$ cat src/hdl/ubxp_pkg.sv
// shared types, constants and field layout tables for the nav frame parser
// no dependencies
package ubxp_pkg;

  localparam int FRAME_BYTES = 98;
  localparam int ADDR_W      = $clog2(FRAME_BYTES);

  localparam logic [7:0] SYNC_FIRST  = 8'hB5;
  localparam logic [7:0] SYNC_SECOND = 8'h62;

  localparam logic [ADDR_W-1:0] SUM_BYTES = ADDR_W'(FRAME_BYTES - 2);
  localparam logic [ADDR_W-1:0] CK_A_POS  = ADDR_W'(FRAME_BYTES - 2);
  localparam logic [ADDR_W-1:0] CK_B_POS  = ADDR_W'(FRAME_BYTES - 1);

  localparam logic [4:0] LAST_FIELD = 5'd28;

  localparam logic [1:0] REG_CLASS = 2'd0;
  localparam logic [1:0] REG_ID    = 2'd1;

  typedef enum logic [3:0] {
    PH_SYNC1,
    PH_SYNC2,
    PH_CLASS,
    PH_ID,
    PH_BODY,
    PH_READ,
    PH_CAPTURE,
    PH_PUSH,
    PH_ERROR
  } phase_t;

  // buffer address of the first (least significant) byte of each field
  function automatic logic [ADDR_W-1:0] field_base(input logic [4:0] k);
    logic [ADDR_W-1:0] a;
    case (k)
      5'd0:    a = 7'd4;
      5'd1:    a = 7'd8;
      5'd2:    a = 7'd10;
      5'd3:    a = 7'd11;
      5'd4:    a = 7'd12;
      5'd5:    a = 7'd13;
      5'd6:    a = 7'd14;
      5'd7:    a = 7'd15;
      5'd8:    a = 7'd16;
      5'd9:    a = 7'd20;
      5'd10:   a = 7'd24;
      5'd11:   a = 7'd25;
      5'd12:   a = 7'd26;
      5'd13:   a = 7'd27;
      5'd14:   a = 7'd28;
      5'd15:   a = 7'd32;
      5'd16:   a = 7'd36;
      5'd17:   a = 7'd40;
      5'd18:   a = 7'd44;
      5'd19:   a = 7'd48;
      5'd20:   a = 7'd52;
      5'd21:   a = 7'd56;
      5'd22:   a = 7'd60;
      5'd23:   a = 7'd64;
      5'd24:   a = 7'd68;
      5'd25:   a = 7'd72;
      5'd26:   a = 7'd76;
      5'd27:   a = 7'd80;
      5'd28:   a = 7'd88;
      default: a = 7'd4;
    endcase
    return a;
  endfunction

  // index of the most significant byte of each field (length minus one)
  function automatic logic [1:0] field_top(input logic [4:0] k);
    logic [1:0] t;
    case (k) inside
      5'd0, 5'd8, 5'd9, 5'd28:         t = 2'd3;
      5'd1, 5'd27:                     t = 2'd1;
      5'd2, 5'd3, 5'd4, 5'd5, 5'd6,
      5'd7, 5'd10, 5'd11, 5'd12, 5'd13: t = 2'd0;
      default:                         t = 2'd3;
    endcase
    return t;
  endfunction

endpackage

$ cat src/hdl/ubxp_ram.sv
// generic single-write, single-read ram with registered read data
// no dependencies
module ubxp_ram #(
  parameter int WIDTH = 8,
  parameter int DEPTH = 98
) (
  input  logic                     clk,
  input  logic                     we,
  input  logic [$clog2(DEPTH)-1:0] waddr,
  input  logic [WIDTH-1:0]         wdata,
  input  logic [$clog2(DEPTH)-1:0] raddr,
  output logic [WIDTH-1:0]         rdata
);

  logic [WIDTH-1:0] mem [DEPTH];
  logic [WIDTH-1:0] rdata_r;

  always_ff @(posedge clk) begin
    if (we) begin
      mem[waddr] <= wdata;
    end
    rdata_r <= mem[raddr];
  end

  assign rdata = rdata_r;

endmodule

$ cat src/hdl/ubx_nav_pvt_frame_parser_top.sv
// nav frame parser top level: sync hunt, class/id match, frame buffering,
// fletcher check and field readout; depends on ubxp_pkg and ubxp_ram
//
// rate: one byte transfer per cycle while parsing (in_ready high); after the
// final checksum byte the input stalls for the readout, which reads each field
// byte through the single buffer read port (PH_READ, then PH_CAPTURE) and then
// offers the field (PH_PUSH) once the result slot is free; a bad frame gives
// only the error result, offered from PH_ERROR once the result slot is free
// order: the first field value follows the PH_READ, PH_CAPTURE and PH_PUSH
// states of field 0
// reset: rst_n synchronous active low, clears phase, counters, sums, the
// output valid flag and loads class 0x01 / id 0x07; the frame buffer is left as is
module ubx_nav_pvt_frame_parser_top (
  input  logic        clk,
  input  logic        rst_n,
  // byte input channel
  input  logic        in_valid,
  output logic        in_ready,
  input  logic [7:0]  in_rx_byte,
  // result channel
  output logic        out_valid,
  input  logic        out_ready,
  output logic        out_status,
  output logic [4:0]  out_field_index,
  output logic [31:0] out_field_value,
  output logic        out_last,
  // register writes
  input  logic        cfg_we,
  input  logic [1:0]  cfg_index,
  input  logic [7:0]  cfg_wdata
);
  import ubxp_pkg::*;

  // control state
  phase_t            phase_r, phase_nxt;
  logic [ADDR_W-1:0] cnt_r, cnt_nxt;          // buffered byte count / write address
  logic [7:0]        sum_a_r, sum_a_nxt;
  logic [7:0]        sum_b_r, sum_b_nxt;
  logic              ck_a_ok_r, ck_a_ok_nxt;  // first checksum byte matched
  logic [4:0]        fld_r, fld_nxt;          // field being read out
  logic [1:0]        sel_r, sel_nxt;          // byte within the field
  logic [31:0]       acc_r, acc_nxt;          // field assembly

  // configuration
  logic [7:0]        msg_class_r;
  logic [7:0]        msg_id_r;

  // output slot
  logic              out_valid_r, out_valid_nxt;
  logic              out_status_r, out_status_nxt;
  logic [4:0]        out_index_r, out_index_nxt;
  logic [31:0]       out_value_r, out_value_nxt;
  logic              out_last_r, out_last_nxt;

  // buffer port
  logic              ram_we;
  logic [ADDR_W-1:0] ram_raddr;
  logic [7:0]        ram_rdata;

  logic              accept;
  logic              slot_free;
  logic [7:0]        sum_a_add;
  logic [7:0]        sum_b_add;

  ubxp_ram #(
    .WIDTH (8),
    .DEPTH (FRAME_BYTES)
  ) u_frame_buf (
    .clk   (clk),
    .we    (ram_we),
    .waddr (cnt_r),
    .wdata (in_rx_byte),
    .raddr (ram_raddr),
    .rdata (ram_rdata)
  );

  // input is taken only in the parsing phases
  assign in_ready  = (phase_r == PH_SYNC1) || (phase_r == PH_SYNC2) ||
                     (phase_r == PH_CLASS) || (phase_r == PH_ID) ||
                     (phase_r == PH_BODY);
  assign accept    = in_valid && in_ready;
  assign slot_free = !out_valid_r || out_ready;

  // running fletcher sums including the current byte
  assign sum_a_add = sum_a_r + in_rx_byte;
  assign sum_b_add = sum_b_r + sum_a_add;

  // read address of the current field byte
  assign ram_raddr = field_base(fld_r) + {{(ADDR_W-2){1'b0}}, sel_r};

  always_comb begin
    phase_nxt     = phase_r;
    cnt_nxt       = cnt_r;
    sum_a_nxt     = sum_a_r;
    sum_b_nxt     = sum_b_r;
    ck_a_ok_nxt   = ck_a_ok_r;
    fld_nxt       = fld_r;
    sel_nxt       = sel_r;
    acc_nxt       = acc_r;
    ram_we        = 1'b0;
    out_valid_nxt = out_valid_r && !out_ready;
    out_status_nxt = out_status_r;
    out_index_nxt = out_index_r;
    out_value_nxt = out_value_r;
    out_last_nxt  = out_last_r;

    unique case (phase_r) inside
      PH_SYNC1: begin
        if (accept && (in_rx_byte == SYNC_FIRST)) begin
          phase_nxt = PH_SYNC2;
        end
      end
      PH_SYNC2: begin
        if (accept) begin
          // a failed second sync byte is not rechecked as a first one
          phase_nxt = (in_rx_byte == SYNC_SECOND) ? PH_CLASS : PH_SYNC1;
          cnt_nxt   = '0;
          sum_a_nxt = '0;
          sum_b_nxt = '0;
        end
      end
      PH_CLASS, PH_ID: begin
        if (accept) begin
          if (in_rx_byte == ((phase_r == PH_CLASS) ? msg_class_r : msg_id_r)) begin
            ram_we    = 1'b1;
            sum_a_nxt = sum_a_add;
            sum_b_nxt = sum_b_add;
            cnt_nxt   = cnt_r + 1'b1;
            phase_nxt = (phase_r == PH_CLASS) ? PH_ID : PH_BODY;
          end else begin
            phase_nxt = PH_SYNC1;
            cnt_nxt   = '0;
            sum_a_nxt = '0;
            sum_b_nxt = '0;
          end
        end
      end
      PH_BODY: begin
        if (accept) begin
          ram_we  = 1'b1;
          cnt_nxt = cnt_r + 1'b1;
          if (cnt_r < SUM_BYTES) begin
            sum_a_nxt = sum_a_add;
            sum_b_nxt = sum_b_add;
          end
          if (cnt_r == CK_A_POS) begin
            ck_a_ok_nxt = (in_rx_byte == sum_a_r);
          end
          if (cnt_r == CK_B_POS) begin
            // frame complete: counters back to hunt values
            cnt_nxt   = '0;
            sum_a_nxt = '0;
            sum_b_nxt = '0;
            fld_nxt   = '0;
            sel_nxt   = '0;
            acc_nxt   = '0;
            phase_nxt = (ck_a_ok_r && (in_rx_byte == sum_b_r)) ? PH_READ : PH_ERROR;
          end
        end
      end
      PH_READ: begin
        // address is presented this cycle, data arrives next cycle
        phase_nxt = PH_CAPTURE;
      end
      PH_CAPTURE: begin
        acc_nxt[{sel_r, 3'b000} +: 8] = ram_rdata;
        if (sel_r == field_top(fld_r)) begin
          phase_nxt = PH_PUSH;
        end else begin
          sel_nxt   = sel_r + 1'b1;
          phase_nxt = PH_READ;
        end
      end
      PH_PUSH: begin
        if (slot_free) begin
          out_valid_nxt  = 1'b1;
          out_status_nxt = 1'b0;
          out_index_nxt  = fld_r;
          out_value_nxt  = acc_r;
          out_last_nxt   = (fld_r == LAST_FIELD);
          sel_nxt        = '0;
          acc_nxt        = '0;
          if (fld_r == LAST_FIELD) begin
            fld_nxt   = '0;
            phase_nxt = PH_SYNC1;
          end else begin
            fld_nxt   = fld_r + 1'b1;
            phase_nxt = PH_READ;
          end
        end
      end
      PH_ERROR: begin
        if (slot_free) begin
          out_valid_nxt  = 1'b1;
          out_status_nxt = 1'b1;
          out_index_nxt  = '0;
          out_value_nxt  = '0;
          out_last_nxt   = 1'b1;
          phase_nxt      = PH_SYNC1;
        end
      end
      default: begin
        phase_nxt = PH_SYNC1;
        cnt_nxt   = '0;
        sum_a_nxt = '0;
        sum_b_nxt = '0;
      end
    endcase
  end

  // control registers
  always_ff @(posedge clk) begin
    if (!rst_n) begin
      phase_r     <= PH_SYNC1;
      cnt_r       <= '0;
      sum_a_r     <= '0;
      sum_b_r     <= '0;
      ck_a_ok_r   <= 1'b0;
      fld_r       <= '0;
      sel_r       <= '0;
      out_valid_r <= 1'b0;
    end else begin
      phase_r     <= phase_nxt;
      cnt_r       <= cnt_nxt;
      sum_a_r     <= sum_a_nxt;
      sum_b_r     <= sum_b_nxt;
      ck_a_ok_r   <= ck_a_ok_nxt;
      fld_r       <= fld_nxt;
      sel_r       <= sel_nxt;
      out_valid_r <= out_valid_nxt;
    end
  end

  // payload registers, no reset needed
  always_ff @(posedge clk) begin
    acc_r        <= acc_nxt;
    out_status_r <= out_status_nxt;
    out_index_r  <= out_index_nxt;
    out_value_r  <= out_value_nxt;
    out_last_r   <= out_last_nxt;
  end

  // configuration registers, unknown indexes ignored
  always_ff @(posedge clk) begin
    if (!rst_n) begin
      msg_class_r <= 8'h01;
      msg_id_r    <= 8'h07;
    end else if (cfg_we) begin
      case (cfg_index)
        REG_CLASS: msg_class_r <= cfg_wdata;
        REG_ID:    msg_id_r    <= cfg_wdata;
        default:   ;
      endcase
    end
  end

  assign out_valid       = out_valid_r;
  assign out_status      = out_status_r;
  assign out_field_index = out_index_r;
  assign out_field_value = out_value_r;
  assign out_last        = out_last_r;

endmodule

$ cat config.mk
export PLATFORM = sky130hd
export DESIGN_NAME = ubx_nav_pvt_frame_parser_top
export DESIGN_NICKNAME = d
export VERILOG_FILES = /design/src/hdl/ubxp_pkg.sv /design/src/hdl/ubxp_ram.sv /design/src/hdl/ubx_nav_pvt_frame_parser_top.sv
export SDC_FILE = /design/constraint.sdc
export NUM_CORES = 1
export LEC_CHECK = 0
export ABC_AREA = 1
export ABC_CLOCK_PERIOD_IN_PS = 6600
export BUFFER_PORTS_ARGS = -buffer_cell sky130_fd_sc_hd__buf_2
export CAP_MARGIN = 20
export CORE_UTILIZATION = 35
export CTS_CLUSTER_DIAMETER = 200
export DETAILED_ROUTE_END_ITERATION = 10
export PLACE_DENSITY = 0.58
export SLEW_MARGIN = 20
export SYNTH_ARGS = -nofsm -noshare
export SYNTH_HDL_FRONTEND = slang
export SYNTH_HIERARCHICAL = 1
export SYNTH_SLANG_ARGS = --single-unit
$ cat constraint.sdc
create_clock -name clk -period 6.6 [get_ports clk]
set_clock_uncertainty 0.15 [all_clocks]
set_input_delay 1.32 -clock clk [delete_from_list [all_inputs] [get_ports clk]]
set_output_delay 1.32 -clock clk [all_outputs]
set_load 0.05 [all_outputs]
Yosys cells after proc, flatten, opt, wreduce, memory -nomap -nowiden
Memories as Yosys holds them, arrays and structs flattened. A register that Yosys moved wholly into a read port is not among the register bits.
Cells that the tools add are included.
{"block": "word_totals", "mem_bits_rw": 784, "memories": 2, "regBits": 123, "rom_bits": 224, "in_bits": 23, "latch_bits": 0, "wordCells": 175, "out_inout_bits": 41}
{"name": "u_frame_buf.mem", "words": 98, "width": 8, "rd": 1, "rd_clocked_by_memory_dff": 1, "write_ports": 1, "line": "ubxp_ram.sv:15", "rtl": "logic [WIDTH-1:0] mem [DEPTH];"}
{"name": "(no name shown)", "words": 32, "width": 7, "rd": 1, "rd_clocked_by_memory_dff": 1, "write_ports": 0, "line": "ubxp_pkg.sv:35", "rtl": "case (k)"}
{"block": "classes", "n_lt_le_gt_ge": 1, "n_addsub": 7, "bitwise": 1, "div": 0, "n_eq_ne": 41, "reduce_logical": 33, "shift": 2, "multipliers": 0, "n_mux": 73}
{"op": "$mux W32", "n": 4}
{"op": "$mux W8", "n": 12}
{"op": "$pmux W32 S3", "n": 1}
{"op": "$pmux W32 S2", "n": 1}
{"op": "$pmux W8 S4", "n": 2}
{"op": "$mux W5", "n": 8}
{"op": "$mux W7", "n": 5}
{"op": "$bwmux W32", "n": 1}
{"op": "$mux W4", "n": 8}
{"op": "$pmux W4 S8", "n": 1}
{"op": "$shift A8 B7 Y32 const A", "n": 1}
{"op": "$shiftx A8 B7 Y32", "n": 1}
{"op": "$eq A5 B4 Y1 const B", "n": 6}
{"op": "$pmux W7 S4", "n": 1}
{"op": "$eq A8 B8 Y1", "n": 3}
{"op": "$eq A5 B3 Y1 const B", "n": 4}
{"op": "$mux W2", "n": 10}
{"op": "$pmux W5 S2", "n": 2}
{"op": "$add A8 B8 Y8", "n": 2}
{"op": "$eq A4 B3 Y1 const B", "n": 4}
{"op": "$eq A7 B7 Y1 const B", "n": 2}
{"op": "$ne A2 B2 Y1 const B", "n": 6}
{"op": "$reduce_and A4 Y1", "n": 3}
{"op": "$eq A5 B2 Y1 const B", "n": 2}
{"op": "other kinds (38)", "n": 68}

Longest topological paths before layout
Gate-level depths: netlist of run 1.
{"block": "logic_depth", "word_depth": 10, "mapped_depth": 18, "depth_no_buf": 18}

By module
Netlist of run 1, hierarchy kept.
{"module": "ubxp_ram", "n_inst": 1, "seq_area_each_um2": 23702.7, "cells_per_inst": 2738, "area_per_inst_um2": 32446.1}
{"module": "ubx_nav_pvt_frame_parser_top", "n_inst": 1, "seq_area_each_um2": 3313.2, "cells_per_inst": 949, "area_per_inst_um2": 7388.3}

Worst setup path before layout of run 1
Ideal clock, no wire load.
{"block": "synth_path", "path_type": "in2reg", "startpoint": "input port out_ready", "endpoint": "register sel_r[0]", "path_stages": 7, "n_path_buf": 0, "setup_time_ns": 0.132, "t_arrival_ns": 5.266, "setup_slack_ns": 1.052, "required_time_ns": 6.318, "path_cell_list": "nor2_1 > nand2_1 > nand2_1 > nor4_1 > nand2_1 > nand2_1 > a21oi_1"}
{"block": "synth_between", "elab_chain_cells": 3}
{"item": "start, declared", "line": "ubx_nav_pvt_frame_parser_top.sv:22", "rtl": "input logic out_ready,"}
{"item": "$logic_or A1 B1 Y1", "line": "ubx_nav_pvt_frame_parser_top.sv:82", "rtl": "assign slot_free = !out_valid_r || out_ready;"}
{"item": "$ne A2 B2 Y1 (no line)"}
{"item": "$reduce_and A5 Y1 (no line)"}
{"item": "end signal, assigned", "line": "ubx_nav_pvt_frame_parser_top.sv:229", "rtl": "sel_r <= sel_nxt;"}
{"item": "end, declared", "line": "ubx_nav_pvt_frame_parser_top.sv:41", "rtl": "logic [1:0] sel_r, sel_nxt;"}
No other way between the ends.
A chain may end at the register's enable or synchronous reset.

Worst setup path after layout of run 1
{"block": "layout_path", "startpoint": "register sel_r[0]", "endpoint": "register u_frame_buf.rdata_r[7], in the netlist u_frame_buf/rdata[7] (read register of u_frame_buf.mem)"}
{"block": "layout_between", "elab_chain_cells": 1}
{"item": "$add A7 B2 Y7", "line": "ubx_nav_pvt_frame_parser_top.sv:89", "rtl": "assign ram_raddr = field_base(fld_r) + {{(ADDR_W-2){1'b0}}, sel_r};"}
{"item": "net ram_raddr[0]", "line": "ubx_nav_pvt_frame_parser_top.sv:57", "rtl": "logic [ADDR_W-1:0] ram_raddr;"}
{"item": "end, declared", "line": "ubxp_ram.sv:16", "rtl": "logic [WIDTH-1:0] rdata_r;"}
The timed path passes the listed nets, and every way through them passes these cells.

==> results of run 1 <==
-- power by group through the flow --
stage	clock network, mW	logic (mW)	registers, mW
after floorplan	0	0.146	6.69
after global placement	0	0.455	6.58
after detailed placement	0	0.460	6.58
after CTS	5.71	0.460	6.45
after global routing	5.93	0.494	6.45
final	5.61	0.460	6.45
-- layout by cell type, fill, tap and decap left out, drive strengths merged --
cell | netlist | routed
bufinv | 0 | 15
clkinv | 3 | 42
a31oi | 1 | 1
edfxtp | 855 | 855
clkbuf | 39 | 121
nand4 | 19 | 19
o22ai | 18 | 18
o211ai | 5 | 5
o21ai | 40 | 40
nor4 | 11 | 11
clkinvlp | 0 | 3
nand3 | 786 | 786
nand3b | 6 | 6
xor2 | 16 | 16
o31ai | 2 | 2
fa | 3 | 3
nand2 | 1130 | 1130
dfxtp | 67 | 67
xnor2 | 10 | 10
nor3 | 8 | 8
a21oi | 78 | 78
ha | 34 | 34
nor2 | 211 | 211
buf | 166 | 113
inv | 178 | 177
a21o | 1 | 1
-- worst max-delay path, stage by stage (launching register included) --
cell and delay, ns:
sky130_fd_sc_hd__dfxtp_1 0.69, sky130_fd_sc_hd__ha_4 0.64, sky130_fd_sc_hd__buf_4 0.76, sky130_fd_sc_hd__buf_4 0.79, sky130_fd_sc_hd__nand2_1 0.11, sky130_fd_sc_hd__nand3_1 0.14
sky130_fd_sc_hd__nand3_1 0.11, sky130_fd_sc_hd__nand3_1 0.19, sky130_fd_sc_hd__nand2_1 0.08, sky130_fd_sc_hd__nand2_1 0.11, sky130_fd_sc_hd__nand3_1 0.18, sky130_fd_sc_hd__nand2_1 0.15
sky130_fd_sc_hd__nand2_1 0.06, sky130_fd_sc_hd__nand2_1 0.10
-- per-stage QoR --
step	std cells	utilization	power [mW]
2_1_floorplan	3687	-	6.83
3_3_place_gp	5094	0.366	7.03
3_5_place_dp	5094	0.366	7.04
4_1_cts	5271	0.395	12.6
5_1_grt	5272	0.395	12.9
6_report	5272	0.395	12.5
-- worst min-delay path by stage --
stage / start / endpoint / slack, ns / cells past startpoint
floorplan: msg_id_r[4]$_SDFFE_PN0P_ / msg_id_r[4]$_SDFFE_PN0P_ / 0.28 / 2
global placement: msg_class_r[1]$_SDFFE_PN0P_ / msg_class_r[1]$_SDFFE_PN0P_ / 0.30 / 2
detailed placement: msg_class_r[5]$_SDFFE_PN0P_ / msg_class_r[5]$_SDFFE_PN0P_ / 0.31 / 2
CTS: msg_class_r[5]$_SDFFE_PN0P_ / msg_class_r[5]$_SDFFE_PN0P_ / 0.31 / 2
global route: msg_id_r[5]$_SDFFE_PN0P_ / msg_id_r[5]$_SDFFE_PN0P_ / 0.34 / 2
finish: msg_class_r[5]$_SDFFE_PN0P_ / msg_class_r[5]$_SDFFE_PN0P_ / 0.31 / 2
-- metal layers --
metal,global-route usage,share of wire
met4,0.0548,0.024
met1,0.243,0.43
met2,0.298,0.48
met3,0.0219,0.061
met5,0,0
-- cells by family after synthesis --
| logic type | count (synthesis) | synth area share |
|---|---|---|
| XOR/XNOR | 26 | 0.00572 |
| AO/OA/AOI/OAI | 145 | 0.0200 |
| buffers and inverters | 386 | 0.0500 |
| flip-flops | 922 | 0.678 |
| AND/OR/NAND/NOR | 2171 | 0.234 |
| adder cells (fa/ha/maj) | 37 | 0.0122 |
-- state kept, by name, summed over array words and instances, names as in the netlist, named ones only --
| register | flops |
|---|---|
| ck_a_ok_r | 1 |
| sel_r | 2 |
| out_valid | 1 |
| acc_r | 32 |
| out_last | 1 |
| sum_b_r | 8 |
| cnt_r | 7 |
| msg_id_r | 8 |
| u_frame_buf/rdata | 8 |
| sum_a_r | 8 |
| u_frame_buf/mem | 784 |
| out_field_index | 5 |
| out_status | 1 |
| phase_r | 4 |
| msg_class_r | 8 |
| out_field_value | 32 |
| fld_r | 5 |
-- layout make-up --
cell class	count	area (um2)	area share
Clock buffer	121	2560	0.0575
Clock inverter	56	719	0.0162
Inverter	181	703	0.0158
Multi-Input combinational cell	2379	10900	0.245
Sequential cell	922	27000	0.607
Tap cell	1500	1880	0.0422
Timing Repair Buffer	113	752	0.0169
==> impl_summary.md, run 1 <==
Synthesis
The most common flop cell mapped by yosys is sky130_fd_sc_hd__edfxtp_1. During synthesis, Yosys emitted a total of 6 warnings. Summing every instance area after synthesis gives 0.0398 mm2.

Counting every instance in the synthesized netlist gives 3687. The number of flops mapped to enable cells by yosys is 855. Of the post-synthesis cell area, the dominant cell type holds 0.645. After synthesis the netlist holds a flip-flop and latch count of 922. Ranked by total cell area, the synthesized netlist is headed by sky130_fd_sc_hd__edfxtp_1, sky130_fd_sc_hd__nand2_1, sky130_fd_sc_hd__nand3_1, sky130_fd_sc_hd__dfxtp_1, sky130_fd_sc_hd__nor2_1. By count the netlist is led by sky130_fd_sc_hd__nand2_1, sky130_fd_sc_hd__edfxtp_1, sky130_fd_sc_hd__nand3_1. A synthesized cell averages 10.8 um2. The share of the Yosys chip area taken by registers is 0.678. The synthesized netlist net count is 3747.

The dominant cell type by area after synthesis is sky130_fd_sc_hd__edfxtp_1. In the synthesized netlist the async set-or-reset flop fraction comes to 0. In this run, distinct cell masters in the synthesized netlist total 41. The most common cell in the netlist is sky130_fd_sc_hd__nand2_1.

CTS
The deepest clock path buffer count is 3. The buffers inserted during post-CTS setup optimization is 0. The number of instances resized during post-cts repair is 0. The clock transition at the registers of the reported paths is 0.06 ns. The buffer type at the clock tree root is sky130_fd_sc_hd__clkbuf_16.

The CTS tree is yes. The total of hold buffers inserted after clock tree synthesis is 0. Clock latency on the worst-skew pair, taken at its later pin, is 0.67 ns. Clock tree synthesis found a total of 922 sinks. The H-tree was split into 3 levels.

The number of buffers created by CTS is 95.

STA
The smallest setup slack after layout is 2.15 ns. After routing, the total negative slack on setup checks comes to 0 ns. The max-slew violation count is 0. The number of hold violations in the final report is 0. The number of setup violations in the final report is 0. The highest clock frequency the design can meet is 225 MHz.

In the finished design, the share of the clock period the worst path needs comes to 0.674. Setup repair after global routing left no endpoint under its margin. The actual slew at the worst max-slew pin is 1.13 ns.

Across all hold checks on the routed design, the worst slack comes to 0.313 ns. The headroom to the max-slew limit is 0.246. Subtracting the final worst setup slack from the clock period gives 4.45 ns.

Critical path
The most critical setup path has its endpoint at u_frame_buf/rdata[7]$_DFF_P_. The type of element capturing the critical path is a register. The startpoint of the most critical setup path is sel_r[0]$_SDFFE_PN0P_. The worst setup path is of the register to register kind. The reg-to-reg critical path endpoint is u_frame_buf/rdata[7]$_DFF_P_. The required time reported for the critical path endpoint is 7.05 ns. The worst setup path is launched from a register.

Along the worst path, the maximum fanout reaches 75. For the worst flop-to-flop path, the logic depth is 13. Across all register-to-register paths, the minimum setup slack is 2.15 ns.

The source of the worst register-to-register timing path is sel_r[0]$_SDFFE_PN0P_. The arrival time at the worst endpoint is 4.89 ns.

Route
The antenna violation net count after detailed routing is 0. The total wire length is 104 mm. The pre-antenna-repair detailed-routing pass consisted of 6 iterations. The via count normalized by instance count is 5.07. The average wire per standard cell is 19.7 um.

The detailed router finished its first iteration with 2347 violations. After detailed routing, the number of remaining DRC violations is 0. The total via count after detailed routing is 26.7k.

Die
For this configuration, the core starts out at a cell density of 0.354. Pin placement for this block handled 64 I/O pins. In this run the core area contains 123 standard-cell rows. From bottom edge to top edge, the die measures 339 um. The floorplan step set the die width to 339 um. The area of the core is 0.113 mm2. The die covers 0.115 mm2.

Job
Across the run, the number of max-cap violations was 0.

Place
The area of placed instances is 0.0412 mm2. The HPWL reported at the end of detailed placement is 61.1 mm. Timing analysis after detailed placement gives a worst setup slack of 1.95 ns.

Buffers placed on the I/O ports in this run total 63. The global placer's final weighted congestion is 0.830.

Power and ir drop
Across the VDD grid, the largest voltage drop is 0.167 mV. The fraction of power consumed by combinational cells is 0.037. Summed over all nets, the switching power comes to 2.65 mW.

The internal portion of the total power is 9.86 mW. Of the total power, the clock network draws 0.448. The portion of total power attributed to sequential cells is 0.515. Of the total power, the share spent switching nets is 0.212. The leakage power is 16.3 nW. The power density over cell area is 281 mW/mm2.

Finish
The finished layout cell area is 0.0445 mm2. Compared with the post-synthesis result, the final layout area differs by 11.8%. Counting the fill cells in the layout gives 10.9k.

The repair_antennas step left the layout with diodes totalling 0. After the last flow step, the layout net total stands at 3752. Of the cells placed in the final design, the portion with a size suffix greater than 1 is 0.0793.

Global route
The initial antenna violation count is 2. The largest net degree at the start of global routing is 224. The wire length of the first global-routing pass is 159 mm.

The sum of overflow across all layers after global routing is 0. Across every metal layer, demand over resource in global routing totals 0.178. The number of global-route vias before repair is 25.9k.

Run status
The run finished with clean final reports.

Worst hold path
The tightest min-delay check is of the register to register type.
No activity file was read; power rests on OpenSTA's default activity.
==> inputs of run 2 (changes only) <==
--- a/config.mk
+++ b/config.mk
@@ -6,7 +6,7 @@
 export NUM_CORES = 1
 export LEC_CHECK = 0
 export ABC_AREA = 1
-export ABC_CLOCK_PERIOD_IN_PS = 6600
+export ABC_CLOCK_PERIOD_IN_PS = 4200
 export BUFFER_PORTS_ARGS = -buffer_cell sky130_fd_sc_hd__buf_2
 export CAP_MARGIN = 20
 export CORE_UTILIZATION = 35
==> constraint.sdc (replaced) <==
create_clock -name clk -period 4.2 [get_ports clk]
set_clock_uncertainty 0.15 [all_clocks]
set_input_delay 0.84 -clock clk [delete_from_list [all_inputs] [get_ports clk]]
set_output_delay 0.84 -clock clk [all_outputs]
set_load 0.05 [all_outputs]
==> run 2 against run 1 <==
Compared with the run above: cell area about the same; first-iteration DRC count up 12%; worst hold slack worse by 0.011 ns; clock power up 48%; via count up 0.74%; critical endpoint is now u_frame_buf/mem[16][4]$_DFFE_PP_.
==> impl_summary.md, run 2 (synthesized netlist as in run 1, its figures left out) <==
Run status
The flow ran to the end, and the final reports show no timing, DRC or antenna violations.

Critical path
STA classifies the critical path endpoint as a register. The required time reported for the critical path endpoint is 4.34 ns (-2.71 ns). The critical path is of the register to register type. The maximum fanout count along the critical path was 12 (-84%).

The worst setup path is launched from a register. The arrival time at the worst endpoint is 3.76 ns (-1.13 ns).

Place
The number of input and output port buffers inserted was 63 (unchanged). The HPWL reported at the end of detailed placement came to 63.8 mm (+4.5%). The worst slack at placement is 0.566 ns (-1.38 ns). The global placer's final weighted congestion is 0.859 (+3.4%).

Power and ir drop
The leakage power came to 16.3 nW (+0.10%). The worst voltage drop across the vdd grid is 0.339 mV (+100%). The total power consumption of the routed design was 19.2 mW (+53%). The power density over cell area is 430 mW/mm2 (+53%).

Die
The die width is 339 um (unchanged). The boundary pin count is 64 (unchanged). The height of the die is 339 um (unchanged). The area of the core came to 0.113 mm2 (unchanged). The die area was 0.115 mm2 (unchanged). The starting density of the core was 0.354 (unchanged).

The number of standard-cell rows in the floorplan is 123 (unchanged).

Route
The total via count after detailed routing was 26.9k (+0.74%). The iteration-0 DRC count of the detailed router came to 2636 (+12%). The via count normalized by instance count is 5.09 (+0.38%). The total wire length came to 106 mm (+1.8%). The post-route DRC violation count is 0 (unchanged). The number of search-and-repair iterations in the first detailed-routing pass is 6 (unchanged).

The average wire per standard cell is 20.0 um (+1.4%). The antenna violation net count after detailed routing came to 0 (unchanged).

CTS
The count of clock tree sinks was 922 (unchanged). The deepest clock path buffer count is 3 (unchanged). The number of instances resized during post-cts repair came to 0 (unchanged). The buffers inserted during post-CTS setup optimization is 0 (unchanged). The buffer type at the clock tree root is sky130_fd_sc_hd__clkbuf_16. The maximum level of the CTS H-tree came to 3 (unchanged). The number of buffers created by CTS was 94 (-1.1%). The clock transition at the registers of the reported paths was 0.06 ns (about the same). The source-to-sink clock delay at the later pin of the worst-skew pair is 0.67 ns (about the same). The CTS tree is yes. The total of hold buffers inserted after clock tree synthesis is 0 (unchanged).

Global route
The aggregate global-route resource usage is 0.182 (+0.00302). The initial antenna violation count is 4 (+2). The number of global-route vias before repair is 26.3k (+1.3%). The sum of overflow across all layers after global routing came to 0 (unchanged). The wire length of the first global-routing pass is 160 mm (+0.91%). The largest net degree at the start of global routing is 135 (-40%).

Finish
The layout-stage area growth over the synthesis result was 11.8% (about the same). The number of nets at the end of the flow is 3770 (+0.48%). The ratio of cells with drive above 1 in the final layout is 0.0799 (+0.000679). The flip-flop count of the largest register after layout came to 784 (unchanged). u_frame_buf/mem holds more flip-flops than any other register. The core occupancy in the finished layout is 0.395 (about the same).

The library cell used most frequently in the layout, excluding fill and tap cells, is sky130_fd_sc_hd__nand2_1. The library cells used most frequently in the layout, excluding fill and tap cells, are sky130_fd_sc_hd__nand2_1, sky130_fd_sc_hd__edfxtp_1, sky130_fd_sc_hd__nand3_1.

STA
The highest clock frequency the design can meet is 276 MHz (+23%). The number of hold violations in the final report is 0 (unchanged). The smallest setup slack after layout came to 0.574 ns (-1.58 ns). The clock period minus final worst setup slack is 3.63 ns (-0.822 ns). Setup repair after global routing left no endpoint under its margin. The max-slew violation count was 0 (unchanged). The headroom to the max-slew limit was 0.353 (+0.107).

The part of the cycle the worst path needs is 0.863 (+0.189). The number of setup violations in the final report came to 0 (unchanged). The setup TNS was 0 ns (unchanged). The actual slew at the worst max-slew pin is 0.971 ns (-0.160 ns).

Job
The number of max-cap violations is 0 (unchanged).

Worst hold path
The worst hold path belongs to the class primary input to register.
-- run 2: layout make-up --
class / instances / area (um2)
Clock buffer: 121 / 2490
Inverter: 181 / 703
Tap cell: 1500 / 1880
Antenna cell: 1 / 2.50
Multi-Input combinational cell: 2379 / 10900
Sequential cell: 922 / 27000
Clock inverter: 55 / 574
Timing Repair Buffer: 132 / 991
Fill cell: 10900 / 68100
-- run 2: per-stage QoR --
stage          cells  instance area, um2  hold slack (ns)
2_1_floorplan   3687               39800            0.280
3_3_place_gp    5113               41500            0.299
3_5_place_dp    5113               41500            0.297
4_1_cts         5289               44500            0.263
5_1_grt         5290               44600            0.290
6_report        5291               44600            0.302
-- run 2: final timing paths --
path                                    start                                to  slack [ns]  cells past startpoint
setup reg to reg      phase_r[1]$_SDFFE_PN0P_  u_frame_buf/mem[16][4]$_DFFE_PP_        0.57                     14
hold reg to reg   msg_class_r[5]$_SDFFE_PN0P_       msg_class_r[5]$_SDFFE_PN0P_        0.30                      2
hold / removal                   cfg_wdata[1]          msg_id_r[1]$_SDFFE_PN1P_        0.30                      3
setup / recovery      phase_r[1]$_SDFFE_PN0P_  u_frame_buf/mem[16][4]$_DFFE_PP_        0.57                     14
-- run 2: power by group --
group          switching, mW  internal (mW)
combinational          0.609          0.129
clock                   3.51           4.77
sequential            0.0228           10.1
total                   4.15           15.0
-- run 2: routing by layer --
| metal | vias to the layer above | track usage | wire length (um) |
|---|---|---|---|
| met5 | - | 0 | 0 |
| met4 | 0 | 0.0542 | 2670 |
| met3 | 166 | 0.0255 | 6840 |
| met2 | 923 | 0.304 | 51500 |
| met1 | 13100 | 0.244 | 45000 |
| li1 | 12800 | - | - |
-- run 2: critical path: stages, from the launching register on --
cell and delay, ns:
sky130_fd_sc_hd__dfxtp_1 0.40, sky130_fd_sc_hd__inv_2 0.08, sky130_fd_sc_hd__nor2_2 0.35, sky130_fd_sc_hd__nand2_2 0.22
sky130_fd_sc_hd__nand2_1 0.11, sky130_fd_sc_hd__nand3_1 0.06, sky130_fd_sc_hd__nand2_1 0.08, sky130_fd_sc_hd__nand2_1 0.05
sky130_fd_sc_hd__nor2_1 0.19, sky130_fd_sc_hd__nand3_2 0.15, sky130_fd_sc_hd__a21oi_1 0.16, sky130_fd_sc_hd__buf_4 0.19
sky130_fd_sc_hd__nand4_1 0.19, sky130_fd_sc_hd__buf_4 0.27, sky130_fd_sc_hd__nor2_1 0.61
==> inputs of run 3 (changes only) <==
--- a/config.mk
+++ b/config.mk
@@ -6,7 +6,7 @@
 export NUM_CORES = 1
 export LEC_CHECK = 0
 export ABC_AREA = 1
-export ABC_CLOCK_PERIOD_IN_PS = 4200
+export ABC_CLOCK_PERIOD_IN_PS = 4500
 export BUFFER_PORTS_ARGS = -buffer_cell sky130_fd_sc_hd__buf_2
 export CAP_MARGIN = 20
 export CORE_UTILIZATION = 35
==> constraint.sdc (replaced) <==
create_clock -name clk -period 4.5 [get_ports clk]
set_clock_uncertainty 0.15 [all_clocks]
set_input_delay 0.9 -clock clk [delete_from_list [all_inputs] [get_ports clk]]
set_output_delay 0.9 -clock clk [all_outputs]
set_load 0.05 [all_outputs]
==> run 3 against run 2 <==
Compared with the run above: wire length down 2.1%; combinational power down 9.2%; cell count up 1.3%; clock power down 5.9%; sequential power down 6%; worst hold slack better by 0.013 ns; via count down 0.32%; first-iteration DRC count down 7.4%; sequential share of layout area down 0.77 points; register-to-register slack better by 0.14 ns; worst setup slack better by 0.14 ns; critical path type unchanged; critical endpoint is now u_frame_buf/mem[95][6]$_DFFE_PP_; highest routed layer unchanged.
==> impl_summary.md, run 3 (synthesized netlist as in run 1, its figures left out) <==
Run status
The flow ran to the end, and the final reports show no timing, DRC or antenna violations.

STA
The highest clock frequency the design can meet is 264 MHz (-4.1%). The actual slew at the worst max-slew pin is 1.11 ns (+0.142 ns). The clock period minus final worst setup slack was 3.78 ns (+0.157 ns). The tightest hold margin is 0.315 ns (+0.0127 ns). Setup repair after global routing left no endpoint under its margin. The part of the cycle the worst path needs is 0.841 (-0.0227). The max-slew violation count came to 0 (unchanged). The headroom to the max-slew limit is 0.258 (-0.0949). The number of setup violations in the final report is 0 (unchanged).

The number of hold violations in the final report is 0 (unchanged). The setup TNS is 0 ns (unchanged).

Power and ir drop
The switching power summed over all nets was 3.89 mW (-6.1%). The fraction of power consumed by combinational cells is 0.037 (-0.002). The portion of total power attributed to sequential cells is 0.528 (about the same). The power density over cell area came to 397 mW/mm2 (-7.7%).

The power share of the clock group came to 0.435 (+0.003). The internal power contribution is 14.0 mW (-6.6%). The total power consumption of the routed design is 17.9 mW (-6.5%). The switching share of total power is 0.217 (+0.000899). The leakage power is 16.7 nW (+2.5%). The worst voltage drop across the vdd grid is 0.292 mV (-14%).

Finish
The number of nets at the end of the flow is 3839 (+1.8%). The ratio of cells with drive above 1 in the final layout is 0.0995 (+0.0196). The flip-flop count of the largest register after layout is 784 (unchanged). The top cell types in the final layout, fill and taps aside, are sky130_fd_sc_hd__nand2_1, sky130_fd_sc_hd__edfxtp_1, sky130_fd_sc_hd__nand3_1.

The most flop-heavy register is u_frame_buf/mem. The storage element area is 0.0270 mm2 (unchanged). The count of placed standard cells in the final layout, fillers left out came to 5361 (+1.3%).

The layout-stage area growth over the synthesis result is 13.3%. The number of fill cells is 10.7k (-1.4%). The finished layout cell area was 0.0451 mm2 (+1.3%).

The most common cell after layout, fill and taps aside is sky130_fd_sc_hd__nand2_1. The area of the multi-input gates is 0.0109 mm2 (unchanged).

Critical path
For this design, the slowest cell found on the critical path is sky130_fd_sc_hd__nor2_1. The required time reported for the critical path endpoint is 4.64 ns (+0.30 ns). The most common cell type on the critical path is sky130_fd_sc_hd__nand2_1.

The signal on the critical path passes through inv_2 -> nor2_2 -> nand2_2 -> nand2_1 -> nand3_1 -> nand2_1 -> nand2_1 -> nor2_1 -> nand3_2 -> a21oi_1 -> buf_4 -> nand4_1 -> nor2_1. The worst-case register-to-register setup slack is 0.72 ns (+0.14 ns). STA classifies the critical path startpoint as a register. The startpoint of the most critical setup path is phase_r[1]$_SDFFE_PN0P_. The arrival time at the worst endpoint is 3.93 ns (+0.17 ns).

The maximum single-stage delay on the critical path is 0.75 ns (+0.14 ns). The type of the worst setup path is register to register. The maximum fanout count along the critical path was 12 (unchanged).

The startpoint identified for the worst register-to-register timing path is phase_r[1]$_SDFFE_PN0P_. The worst setup path is captured at a register.

Route
The met2 wire length is 49.2 mm (-4.4%). The average wire per standard cell came to 19.4 um (-3.4%). The total wire length is 104 mm (-2.1%). The post-route DRC violation count is 0 (unchanged).

The routed wire length on met3 was 6.45 mm (-5.6%). The antenna violation net count after detailed routing is 0 (unchanged). The met1 wire length is 45.2 mm (+0.32%).

The total via count after detailed routing is 26.9k (-0.32%). The number of search-and-repair iterations in the first detailed-routing pass is 5 (-1). Routed signal wires occupy layers up through met4. The iteration-0 DRC count of the detailed router came to 2441 (-7.4%). The via count normalized by instance count was 5.01 (-1.6%).

Global route
The wire length of the first global-routing pass is 157 mm (-1.8%). The number of global-route vias before repair was 25.7k (-2.2%). The sum of overflow across all layers after global routing was 0 (unchanged).

The aggregate global-route resource usage is 0.178 (-0.00398). The largest net degree at the start of global routing came to 144 (+6.7%). The initial antenna violation count is 2 (-2).

Die
The height of the die came to 339 um (unchanged). The die area came to 0.115 mm2 (unchanged). The starting density of the core is 0.354 (unchanged).

The boundary pin count is 64 (unchanged). The number of standard-cell rows in the floorplan is 123 (unchanged). The area of the core is 0.113 mm2 (unchanged). The die width came to 339 um (unchanged).

CTS
The count of clock tree sinks is 922 (unchanged). The clock transition at the registers of the reported paths was 0.06 ns (about the same). The total of hold buffers inserted after clock tree synthesis came to 0 (unchanged). Clock tree synthesis selected as its root buffer the cell sky130_fd_sc_hd__clkbuf_16. The number of buffers created by CTS came to 95 (+1.1%). The CTS tree is yes.

The number of instances resized during post-cts repair was 0 (unchanged). The source-to-sink clock delay at the later pin of the worst-skew pair is 0.67 ns (about the same). The deepest clock path buffer count is 3 (unchanged).

The maximum level of the CTS H-tree is 3 (unchanged). The buffers inserted during post-CTS setup optimization came to 0 (unchanged).

Worst hold path
The path type of the worst min-delay path is register to register. The worst hold path begins at msg_class_r[1]$_SDFFE_PN0P_.

Place
The global placer's final weighted congestion came to 0.858 (-0.12%). The area of placed instances came to 0.0420 mm2 (+1.3%). The number of cells in the design after placement is 5181 (+1.3%). The number of input and output port buffers inserted was 63 (unchanged). The HPWL reported at the end of detailed placement is 62.3 mm (-2.3%).

Job
The number of max-cap violations came to 0 (unchanged).
==> run 3: per-stage QoR <==
stage | util | setup slack [ns]
after CTS | 0.400 | 0.754
after detailed placement | 0.373 | 0.680
after global placement | 0.373 | 0.743
final | 0.401 | 0.717
after floorplan | - | 0.835
after global routing | 0.401 | 0.378
==> run 3: final timing paths <==
kind,to,cells after the start
setup / recovery,u_frame_buf/mem[95][6]$_DFFE_PP_,13
hold / removal,msg_class_r[1]$_SDFFE_PN0P_,2
setup reg to reg,u_frame_buf/mem[95][6]$_DFFE_PP_,13
hold reg to reg,msg_class_r[1]$_SDFFE_PN0P_,2
==> run 3: cell type report <==
type / count / share of cell area
Clock inverter: 56 / 0.0119
Multi-Input combinational cell: 2379 / 0.241
Antenna cell: 3 / 0.000166
Sequential cell: 922 / 0.599
Inverter: 181 / 0.0156
Tap cell: 1500 / 0.0416
Clock buffer: 120 / 0.0568
Timing Repair Buffer: 200 / 0.0338
==> run 3: per-layer routing <==
layer,up-vias,global-route usage
met4,0,0.0605
met2,782,0.290
li1,12900,-
met1,13000,0.240
met5,-,0
met3,147,0.0281
==> run 3: critical path, delay by kind of cell, from the launching register on <==
kind | cells | cell delay [ns]
buffers and inverters | 2 | 0.27
and+or+nand+nor | 10 | 2.47
AOI/OAI and AO/OA | 1 | 0.15
DFF | 1 | 0.39
==> run 3: power groups by stage <==
stage          Clock [mW]  Sequential, mW  Combinational [mW]
2_1_floorplan           0            9.81               0.215
3_3_place_gp            0            9.64               0.663
3_5_place_dp            0            9.65               0.665
4_1_cts              7.93            9.46               0.666
5_1_grt              8.25            9.46               0.723
6_report             7.79            9.46               0.670
